[config.mk]
export PLATFORM = sky130hd
export DESIGN_NAME = msp_queue
export DESIGN_NICKNAME = d
export VERILOG_FILES = /design/src/msp_pkg.sv /design/src/msp_queue.sv
export SDC_FILE = /design/constraint.sdc
export NUM_CORES = 1
export LEC_CHECK = 0
export BUFFER_PORTS_ARGS = -buffer_cell sky130_fd_sc_hd__buf_2
export CELL_PAD_IN_SITES_DETAIL_PLACEMENT = 0
export CELL_PAD_IN_SITES_GLOBAL_PLACEMENT = 1
export CORE_MARGIN = 5
export CORE_UTILIZATION = 43
export DETAILED_ROUTE_END_ITERATION = 8
export MAX_ROUTING_LAYER = met4
export PLACE_DENSITY = 0.85
export SYNTH_ARGS = -nofsm -noshare
export SYNTH_HDL_FRONTEND = slang
export SYNTH_SLANG_ARGS = --single-unit
[constraint.sdc]
create_clock -name clk -period 2.3 [get_ports clk]
set_input_delay 0.115 -clock clk [delete_from_list [all_inputs] [get_ports clk]]
set_output_delay 0.115 -clock clk [all_outputs]
set_load 0.005 [all_outputs]
[src/msp_pkg.sv]
`timescale 1ns / 1ps

package msp_pkg;

  // data path and configuration widths
  localparam int DATA_W    = 32;
  localparam int CFG_W     = 4;
  localparam int CFG_IDX_W = 2;
  localparam int OUT_IDX_W = 3;

  // default matrix bounds
  localparam int MAX_ROWS_DEF = 8;
  localparam int MAX_COLS_DEF = 8;

  // register reset values
  localparam logic [CFG_W-1:0] NUM_ROWS_RST = 4'd8;
  localparam logic [CFG_W-1:0] NUM_COLS_RST = 4'd8;

  // register indexes
  localparam logic [CFG_IDX_W-1:0] CFG_NUM_ROWS = 2'd0;
  localparam logic [CFG_IDX_W-1:0] CFG_NUM_COLS = 2'd1;

  // extremes of the signed element range
  localparam logic signed [DATA_W-1:0] INT_MAX_V = 32'sh7fff_ffff;
  localparam logic signed [DATA_W-1:0] INT_MIN_V = 32'sh8000_0000;

  // one classified element on its way from front to back
  typedef struct packed {
    logic signed [DATA_W-1:0] value;
    logic                     row_end;
    logic                     mat_end;
  } q_entry_t;

  // back end sequencer
  typedef enum logic [1:0] {
    BK_LOAD,
    BK_READ,
    BK_CMP,
    BK_FLUSH
  } back_state_t;

endpackage

[src/msp_queue.sv]
`timescale 1ns / 1ps

module msp_queue
  import msp_pkg::*;
(
  input  logic     clk,
  input  logic     rst_n,
  input  logic     push_valid,
  output logic     push_ready,
  input  q_entry_t push_entry,
  output logic     pop_valid,
  input  logic     pop_ready,
  output q_entry_t pop_entry
);

  q_entry_t   buf_r [2];
  logic [1:0] count_r, count_nxt;
  logic       wptr_r, wptr_nxt;
  logic       rptr_r, rptr_nxt;
  logic       do_push, do_pop;

  assign push_ready = (count_r != 2'd2);
  assign pop_valid  = (count_r != 2'd0);
  assign pop_entry  = buf_r[rptr_r];
  assign do_push    = push_valid && push_ready;
  assign do_pop     = pop_valid && pop_ready;

  // pointer and fill bookkeeping
  always_comb begin
    wptr_nxt  = do_push ? ~wptr_r : wptr_r;
    rptr_nxt  = do_pop ? ~rptr_r : rptr_r;
    count_nxt = count_r;
    if (do_push && !do_pop) begin
      count_nxt = count_r + 2'd1;
    end else if (do_pop && !do_push) begin
      count_nxt = count_r - 2'd1;
    end
  end

  always_ff @(posedge clk) begin
    if (!rst_n) begin
      count_r <= 2'd0;
      wptr_r  <= 1'b0;
      rptr_r  <= 1'b0;
    end else begin
      count_r <= count_nxt;
      wptr_r  <= wptr_nxt;
      rptr_r  <= rptr_nxt;
    end
  end

  // entry storage
  always_ff @(posedge clk) begin
    if (do_push) begin
      buf_r[wptr_r] <= push_entry;
    end
  end

endmodule

==> impl_metrics.py, run 1 <==
metrics = {
    "setup_path": {
        "timing.critical_path.buf_inv": 2,
        "slowest_stage": "mux2_2",
        "crit_path_max_fanout": 24,
        "path_class": "reg2out",
        "ff2ff_path_depth": 5,
        "cp_data_arrival_time_ns": 1.49,
        "crit_family": "buffers and inverters",
        "start_kind": "flop",
        "cp.depth": 3,
        "worstPathCellList": "buf_4 > mux2_2 > buf_2",
        "max_stage_delay_ns": 0.38,
        "end_kind": "output pin",
        "worstPathRequired_ns": 2.18,
    },
    "final_layout": {
        "antenna_cells": 0,
        "final_core_util": 0.6239,
        "layout.nets": 288,
        "mostFrequentLayoutCells": "buf_2 (73), edfxtp_1 (68), mux2_2 (34), dlygate4sd3_1 (34), clkbuf_8 (9)",
        "fin_area_um2": 3737,
        "fill_cells": 453,
        "final_cells": 329,
        "multiInputGateArea_um2": 523.0,
        "area.sequential_um2": 2142,
        "area_growth_pct": 38.80,
        "mostFrequentLayoutCell": "buf_2",
        "drive_gt1_frac": 0.5197,
    },
    "global_routing": {
        "use_met2": 0.2311,
        "grt_first_pass_wirelength_mm": 7.445,
        "busiest_layer": "met2",
        "grt_use_met3": 0.03041,
        "grt_pass1_vias": 1592,
        "grt-ovfl-total": 0,
        "grt_max_degree": 25,
        "antenna_found_initial": 0,
        "track_usage": 0.1368,
        "use_met1": 0.1447,
    },
    "detailed_routing": {
        "wire_per_inst_um": 15.02,
        "drt-pass1-iter-count": 3,
        "routed_wl_mm": 4.940,
        "via_per_inst": 4.602,
        "vias": 1514,
        "drc": 0,
        "drt_iter0_markers": 70,
        "ant_nets": 0,
    },
    "cts": {
        "insertion_delay_ns": 0.33,
        "cts_buffer_depth": 2,
        "cts_tree": "yes",
        "cts_buffers": 9,
        "holdBufCountCts": 34,
        "cts_htree_levels": 3,
        "root_buffer": "clkbuf_8",
        "cts_setup_buffers": 0,
        "postCtsResizedCells": 0,
        "numClockSinks": 73,
        "clkSlewWorstSetupHoldPaths_ns": 0.08,
    },
    "timing": {
        "period_share": 0.6990,
        "worst_slew_pin_slew_ns": 0.3167,
        "fmax_mhz": 622.0,
        "hold_violations": 0,
        "setup_violations": 0,
        "fin_worst_skew_ns": 0.007226,
        "post-route-min-period_ns": 1.608,
        "final-max-slew-violation-count": 0,
        "relSlewSlack": 0.7889,
        "fin_setup_tns_ns": 0,
        "rsz0062_at_grt": "no",
    },
    "die": {
        "core_um2": 5991,
        "die_height_um": 89.13,
        "start_util": 0.4495,
        "core.rowCount": 28,
        "dieArea_um2": 7944,
        "die_width_um": 89.13,
        "ios": 74,
    },
    "worst_hold_path": {
        "holdPathStages": 2,
        "hold_class": "in2reg",
    },
    "placement": {
        "dp_hpwl_mm": 3.184,
        "placed_area_um2": 3178,
        "port_buffers": 73,
        "dp_cells": 279,
        "gp_congestion": 0.7085,
    },
    "power_and_ir_drop": {
        "power_density_nw_per_um2": 985.0,
        "p_leak_uw": 0.001430,
        "peakVddDrop_mv": 0.5363,
        "power_uw": 3681,
    },
    "synthesis": {
        "seq_area_frac_synth": 0.7955,
        "syn-cell-area_um2": 2693,
        "ys_ff_latch": 73,
        "syn_nets": 169,
        "syn_avg_cell_area_um2": 20.71,
        "yosys.cell_types.count": 20,
        "ys_warn_count": 0,
        "syn-instance-count": 130,
    },
    "status": {
        "status": "complete, no violations",
    },
    "job": {
        "maxCapViolations": 0,
    },
}
cell families after synthesis:
logic type	count (synthesis)	synth area share
simple gates	9	0.02417
fa+ha+maj	1	0.004646
compound gates	5	0.01301
flops	73	0.7955
buf+inv	5	0.01068
xor+xnor	3	0.009760
mux	34	0.1422
through the flow:
stage          hold WS (ns)  setup WS (ns)
4_1_cts             0.02485         0.6600
5_1_grt             0.04657         0.6162
6_report            0.03750         0.6923
2_1_floorplan        0.2139         0.4667
3_5_place_dp         0.3108         0.7448
3_3_place_gp         0.3056         0.7882
power breakdown:
| part | total (uW) | internal (uW) | switching [uW] |
|---|---|---|---|
| clock | 1060 | 610 | 455 |
| combinational | 898 | 498 | 400 |
| sequential | 1720 | 1660 | 58.4 |
final cells by class:
type / count / share of cell area
sequential: 73 / 0.5731
timing repair buffer: 112 / 0.2022
multi-input combinational: 52 / 0.1399
clock buffer: 9 / 0.03314
clock inverter: 7 / 0.02544
tap: 75 / 0.02511
inverter: 1 / 0.001004
sequential cells by signal, summed over array words and instances (netlist names), named ones only:
name,flops
buf_r,68
count_r,2
rptr_r,1
wptr_r,1
worst paths after layout:
check | start | endpoint | slack [ns]
hold / removal | rst_n | count_r[0]$_SDFFE_PN0P_ | 0.04
hold reg to reg | count_r[1]$_SDFFE_PN0P_ | count_r[1]$_SDFFE_PN0P_ | 0.56
setup / recovery | flop | pop_entry[19] | 0.69
setup reg to reg | count_r[0]$_SDFFE_PN0P_ | count_r[1]$_SDFFE_PN0P_ | 0.73
Yosys cell counts:
cell type   n  area, um^2
xor2_1      1       8.760
a21boi_1    1       7.510
a21bo_2     1       10.01
ha_1        1       12.51
edfxtp_1   68        2042
or2_2       1       6.260
buf_2       2       10.01
a21boi_0    1       7.510
o21ai_1     1       5.000
or3_1       1       6.260
inv_1       1       3.750
o21ai_0     1       5.000
nand2b_4    1       13.76
buf_4       2       15.01
mux2_2     34       382.9
and2_1      4       25.02
nand3b_1    1       7.510
xnor2_1     2       17.52
dfxtp_1     5       100.1
and3_1      1       6.260
per-layer routing:
| layer | part of all wire | vias to the layer above |
|---|---|---|
| met5 | 0 | - |
| met4 | 0.020 | 0 |
| met3 | 0.066 | 10 |
| met2 | 0.52 | 50 |
| met1 | 0.39 | 714 |
| li1 | - | 740 |
Note: power is estimated with default switching activity, not from simulation.
==> run 2, diff against run 1 <==
--- a/config.mk
+++ b/config.mk
@@ -5,6 +5,7 @@
 export SDC_FILE = /design/constraint.sdc
 export NUM_CORES = 1
 export LEC_CHECK = 0
+export ABC_AREA = 1
 export BUFFER_PORTS_ARGS = -buffer_cell sky130_fd_sc_hd__buf_2
 export CELL_PAD_IN_SITES_DETAIL_PLACEMENT = 0
 export CELL_PAD_IN_SITES_GLOBAL_PLACEMENT = 1
==> constraint.sdc (replaced) <==
create_clock -name clk -period 1.59 [get_ports clk]
set_input_delay 0.0795 -clock clk [delete_from_list [all_inputs] [get_ports clk]]
set_output_delay 0.0795 -clock clk [all_outputs]
set_load 0.005 [all_outputs]
==> impl_metrics.py, run 2 <==
metrics = {
    "detailed_routing": {
        "ant_nets": 0,
        "wire_per_inst_um": 14.71,
        "drc": 0,
        "via_per_inst": 4.577,
        "drt_iter0_markers": 51,
        "drt-pass1-iter-count": 4,
        "vias": 1570,
        "routed_wl_mm": 5.044,
    },
    "die": {
        "ios": 74,
        "start_util": 0.4461,
        "core.rowCount": 29,
        "die_width_um": 91.40,
        "core_um2": 6386,
        "die_height_um": 91.40,
        "dieArea_um2": 8353,
    },
    "synthesis": {
        "syn_nets": 182,
        "synth_top_cell_area_share": 0.7167,
        "dominantRegCellSynth": "edfxtp_1",
        "synth_top_cell_by_area": "edfxtp_1",
        "syn_avg_cell_area_um2": 19.92,
        "yosys-top-cells-area": "edfxtp_1 (72%), mux2_4 (16%), dfxtp_1 (3.5%), buf_12 (2.1%), mux2_2 (1.6%)",
        "yosys.cell_types.count": 15,
        "async_flop_share": 0,
        "syn-cell-area_um2": 2849,
        "syn-instance-count": 143,
        "synth_edf_count": 68,
        "ys_warn_count": 0,
        "yosysMostFrequentCell": "edfxtp_1",
        "ys_ff_latch": 73,
        "synth_top_cells_by_count": "edfxtp_1 (68), mux2_4 (30), nand2_1 (9), inv_1 (8), nor2_1 (8)",
        "seq_area_frac_synth": 0.7519,
    },
    "cts": {
        "cts_buffer_depth": 2,
        "numClockSinks": 73,
        "insertion_delay_ns": 0.33,
        "cts_htree_levels": 3,
        "cts_tree": "yes",
        "clkSlewWorstSetupHoldPaths_ns": 0.06,
        "cts_buffers": 9,
        "root_buffer": "clkbuf_8",
    },
    "timing": {
        "fin_worst_skew_ns": 0.004569,
        "whs_ns": 0.1252,
        "hold_violations": 0,
        "fmax_mhz": 672.5,
        "period_share": 0.9352,
        "worst_slew_pin_slew_ns": 0.1963,
        "setup_violations": 0,
        "fin_setup_tns_ns": 0,
        "relSlewSlack": 0.8691,
        "post-route-min-period_ns": 1.487,
        "final-max-slew-violation-count": 0,
        "rsz0062_at_grt": "no",
        "final.setup.worst_slack_ns": 0.1030,
    },
    "placement": {
        "dp_cells": 294,
        "port_buffers": 73,
        "gp_congestion": 0.7507,
        "pre_cts_ws_ns": 0.03076,
        "dp_hpwl_mm": 3.362,
    },
    "global_routing": {
        "track_usage": 0.1326,
        "use_met2": 0.2267,
        "busiest_layer": "met2",
        "antenna_found_initial": 0,
        "grt_first_pass_wirelength_mm": 8.169,
        "grt-ovfl-total": 0,
        "grt_use_met3": 0.03554,
        "grt_max_degree": 35,
        "use_met1": 0.1355,
        "grt_pass1_vias": 1660,
    },
    "final_layout": {
        "mostFrequentLayoutCells": "buf_2 (73), edfxtp_1 (68), dlygate4sd3_1 (35), mux2_4 (30), clkbuf_8 (9)",
        "largest_reg_flops": 68,
        "final_cells": 343,
        "multiInputGateArea_um2": 628.1,
        "mostFrequentLayoutCell": "buf_2",
        "layout.nets": 303,
        "fill_cells": 495,
        "antenna_cells": 0,
        "drive_gt1_frac": 0.4774,
        "area.sequential_um2": 2143,
        "area_growth_pct": 34.30,
        "largest_registers": "buf_r: 68 flops, count_r: 2 flops",
        "largest_register": "buf_r",
    },
    "power_and_ir_drop": {
        "p_leak_uw": 0.001540,
        "peakVddDrop_mv": 0.6339,
        "power_density_nw_per_um2": 1318,
    },
    "setup_path": {
        "worstPathRequired_ns": 1.51,
        "end_kind": "output pin",
        "cp_data_arrival_time_ns": 1.41,
        "start_kind": "flop",
        "r2r_setup_slack_ns": 0.18,
        "crit_path_max_fanout": 16,
        "path_class": "reg2out",
    },
    "job": {
        "maxCapViolations": 0,
    },
    "status": {
        "status": "complete, no violations",
    },
    "worst_hold_path": {
        "hold_class": "in2reg",
    },
}
-- run 2: changes by cell type after synthesis, sizes merged, moves of 2 or more --
| cell | before | now |
|---|---|---|
| a21boi | 2 | 0 |
| and2 | 4 | 0 |
| inv | 1 | 8 |
| nand2 | 0 | 9 |
| nor2 | 0 | 8 |
| xnor2 | 2 | 0 |
-- run 2: per-stage QoR --
step | util | total power, uW | instance area (um^2)
after floorplan | - | 3484 | 2854
after global placement | 0.5196 | 3905 | 3318
after detailed placement | 0.5196 | 3945 | 3318
after CTS | 0.5968 | 5113 | 3811
after global routing | 0.5991 | 5332 | 3826
final | 0.5991 | 5042 | 3826
-- run 2: logic make-up (layout without fill, tap and decap cells) --
logic type / count (synthesis) / in the layout / synth area share
mux: 34 / 34 / 0.1739
compound gates: 4 / 4 / 0.007905
simple gates: 19 / 19 / 0.02635
buf+inv: 12 / 135 / 0.03557
fa+ha+maj: 1 / 1 / 0.004391
flops: 73 / 73 / 0.7519
-- run 2: layer usage --
metal / routed length (um) / up-vias / part of all wire
met1: 1917 / 741 / 0.38
met2: 2764 / 47 / 0.55
li1: - / 776 / -
met4: 75 / 0 / 0.015
met3: 287 / 6 / 0.057
met5: 0 / - / 0
-- run 2: worst paths after layout --
check | from | endpoint | cells after the start
hold reg to reg | rptr_r$_SDFFE_PN0P_ | rptr_r$_SDFFE_PN0P_ | 2
setup reg to reg | count_r[0]$_SDFFE_PN0P_ | buf_r[1][14]$_DFFE_PP_ | 6
hold / removal | push_valid | wptr_r$_SDFFE_PN0P_ | 4
setup / recovery | flop | pop_entry[31] | 3
-- run 2: area by class of cell --
cell class	instances	share of cell area
Sequential cell	73	0.5602
Timing Repair Buffer	114	0.2063
Multi-Input combinational cell	58	0.1642
Clock buffer	10	0.03336
Tap cell	77	0.02518
Inverter	8	0.007848
Clock inverter	3	0.002943
-- run 2: where the power goes --
| part | leakage [uW] | switching (uW) | internal [uW] |
|---|---|---|---|
| registers | 0.000676 | 88.9 | 2430 |
| clock network | 0.0000706 | 552 | 524 |
| logic | 0.000793 | 649 | 796 |
-- run 2: timing repair --
item / in CTS / in global routing
hold buffers: 35 / 0
setup endpoints to repair: 1 / 2
endpoints found under the hold margin: 69 / 0
pin swaps: 0 / 1
setup buffers: 0 / 1
gates resized for setup: 1 / 3
-- run 2: worst max-delay path, stage by stage, from the launching register on --
cell and delay [ns]:
dfxtp_2 0.35, buf_6 0.22, mux2_2 0.38, buf_2 0.13
==> run 3, diff against run 2 <==
--- a/config.mk
+++ b/config.mk
@@ -5,7 +5,6 @@
 export SDC_FILE = /design/constraint.sdc
 export NUM_CORES = 1
 export LEC_CHECK = 0
-export ABC_AREA = 1
 export BUFFER_PORTS_ARGS = -buffer_cell sky130_fd_sc_hd__buf_2
 export CELL_PAD_IN_SITES_DETAIL_PLACEMENT = 0
 export CELL_PAD_IN_SITES_GLOBAL_PLACEMENT = 1
==> impl_metrics.py, run 3 (synthesis results as in run 1) <==
metrics = {
    "status": {
        "status": "complete, no violations",
    },
    "die": {
        "start_util": 0.4495,
        "core_um2": 5991,
        "die_height_um": 89.13,
        "die_width_um": 89.13,
        "core.rowCount": 28,
        "dieArea_um2": 7944,
        "ios": 74,
    },
    "power_and_ir_drop": {
        "p_switching_uw": 1289,
        "p_comb_frac": 0.264,
        "power_density_nw_per_um2": 1379,
        "swShare": 0.2497,
        "p_clk_frac": 0.254,
        "peakVddDrop_mv": 0.7962,
        "p_int_uw": 3875,
        "power_uw": 5164,
        "pwr-share-seq": 0.482,
        "p_leak_uw": 0.001419,
    },
    "final_layout": {
        "largest_registers": "buf_r: 68 flops, count_r: 2 flops",
        "fill_cells": 450,
        "largest_reg_flops": 68,
        "mostFrequentLayoutCell": "buf_2",
        "final_cells": 331,
        "multiInputGateArea_um2": 535.5,
        "final_core_util": 0.6251,
        "mostFrequentLayoutCells": "buf_2 (73), edfxtp_1 (68), dlygate4sd3_1 (35), mux2_2 (34), clkbuf_8 (9)",
        "area_growth_pct": 39.08,
        "fin_area_um2": 3745,
        "drive_gt1_frac": 0.5156,
        "antenna_cells": 0,
        "largest_register": "buf_r",
        "layout.nets": 290,
        "area.sequential_um2": 2145,
    },
    "setup_path": {
        "reg2reg_to": "count_r[1]$_SDFFE_PN0P_",
        "cp_data_arrival_time_ns": 1.44,
        "worstPathRequired_ns": 1.51,
        "critPathCapture": "pop_entry[26]",
        "ff2ff_path_depth": 6,
        "r2r-start": "count_r[0]$_SDFFE_PN0P_",
        "start_kind": "flop",
        "crit_path_max_fanout": 19,
        "r2r_setup_slack_ns": 0.07,
        "path_class": "reg2out",
        "end_kind": "output pin",
    },
    "global_routing": {
        "grt-ovfl-total": 0,
        "track_usage": 0.1411,
        "grt_pass1_vias": 1618,
        "grt_max_degree": 20,
        "antenna_found_initial": 0,
        "grt_first_pass_wirelength_mm": 7.866,
    },
    "timing": {
        "hold_violations": 0,
        "worst_slew_pin_slew_ns": 0.3338,
        "fmax_mhz": 660.1,
        "setup_violations": 0,
        "rsz0062_at_grt": "yes",
        "fin_worst_skew_ns": 0.007564,
        "post-route-min-period_ns": 1.515,
        "period_share": 0.9528,
        "whs_ns": 0.08119,
        "final-max-slew-violation-count": 0,
        "relSlewSlack": 0.7760,
    },
    "cts": {
        "cts_buffers": 9,
        "cts_setup_buffers": 0,
        "cts_htree_levels": 3,
        "insertion_delay_ns": 0.33,
        "root_buffer": "clkbuf_8",
        "clkSlewWorstSetupHoldPaths_ns": 0.07,
        "numClockSinks": 73,
        "cts_buffer_depth": 2,
        "cts_tree": "yes",
    },
    "placement": {
        "dp_hpwl_mm": 3.304,
        "dp_cells": 280,
        "gp_congestion": 0.6531,
        "placed_area_um2": 3202,
        "port_buffers": 73,
    },
    "worst_hold_path": {
        "hold_class": "in2reg",
        "min_from": "push_valid",
    },
    "detailed_routing": {
        "drt-pass1-iter-count": 4,
        "routed_wl_mm": 5.104,
        "ant_nets": 0,
        "via_per_inst": 4.577,
        "wire_per_inst_um": 15.42,
        "vias": 1515,
        "drc": 0,
        "drt_iter0_markers": 62,
    },
    "job": {
        "maxCapViolations": 0,
    },
}
-- run 3: worst min path at each step --
stage | cells past startpoint | endpoint | slack, ns
6_report | 3 | wptr_r$_SDFFE_PN0P_ | 0.08
5_1_grt | 3 | wptr_r$_SDFFE_PN0P_ | 0.07
4_1_cts | 2 | count_r[0]$_SDFFE_PN0P_ | 0.001
3_5_place_dp | 1 | buf_r[0][1]$_DFFE_PP_ | 0.27
3_3_place_gp | 1 | buf_r[1][24]$_DFFE_PP_ | 0.27
2_1_floorplan | 0 | buf_r[0][0]$_DFFE_PP_ | 0.18
-- run 3: repair_timing --
action / CTS / global route
hold buffers: 34 / 1
gates resized for setup: 0 / 3
setup endpoints to repair: 0 / 18
endpoints found under the hold margin: 68 / 1
-- run 3: metal layers --
layer,GRT usage,part of all wire
met3,0.03594,0.048
met4,0.06901,0.0092
met5,-,0
met2,0.2277,0.51
met1,0.1643,0.44
-- run 3: cell type report --
cell class | count | share of cell area
sequential | 73 | 0.5727
timing repair buffer | 114 | 0.2098
clock buffer | 11 | 0.03508
clock inverter | 5 | 0.01236
multi-input combinational | 52 | 0.1430
tap | 75 | 0.02506
inverter | 1 | 0.002005
-- run 3: power by group through the flow --
stage	registers [uW]	clock network (uW)	logic, uW
after floorplan	2510	0	774
after global placement	2510	0	1280
after detailed placement	2530	0	1290
after CTS	2490	1350	1370
after global routing	2520	1460	1480
final	2490	1310	1360
-- run 3: through the flow --
| stage | setup TNS, ns | setup WS, ns |
|---|---|---|
| after floorplan | 0 | 0.08576 |
| after global placement | 0 | 0.07665 |
| after detailed placement | 0 | 0.03424 |
| after CTS | 0 | 0.02085 |
| after global routing | -0.1965 | -0.02562 |
| final | 0 | 0.07499 |
-- run 3: worst max-delay path: stages, from the launching register on --
cell,delay [ns]
dfxtp_1,0.33
buf_4,0.26
mux2_2,0.38
buf_2,0.13
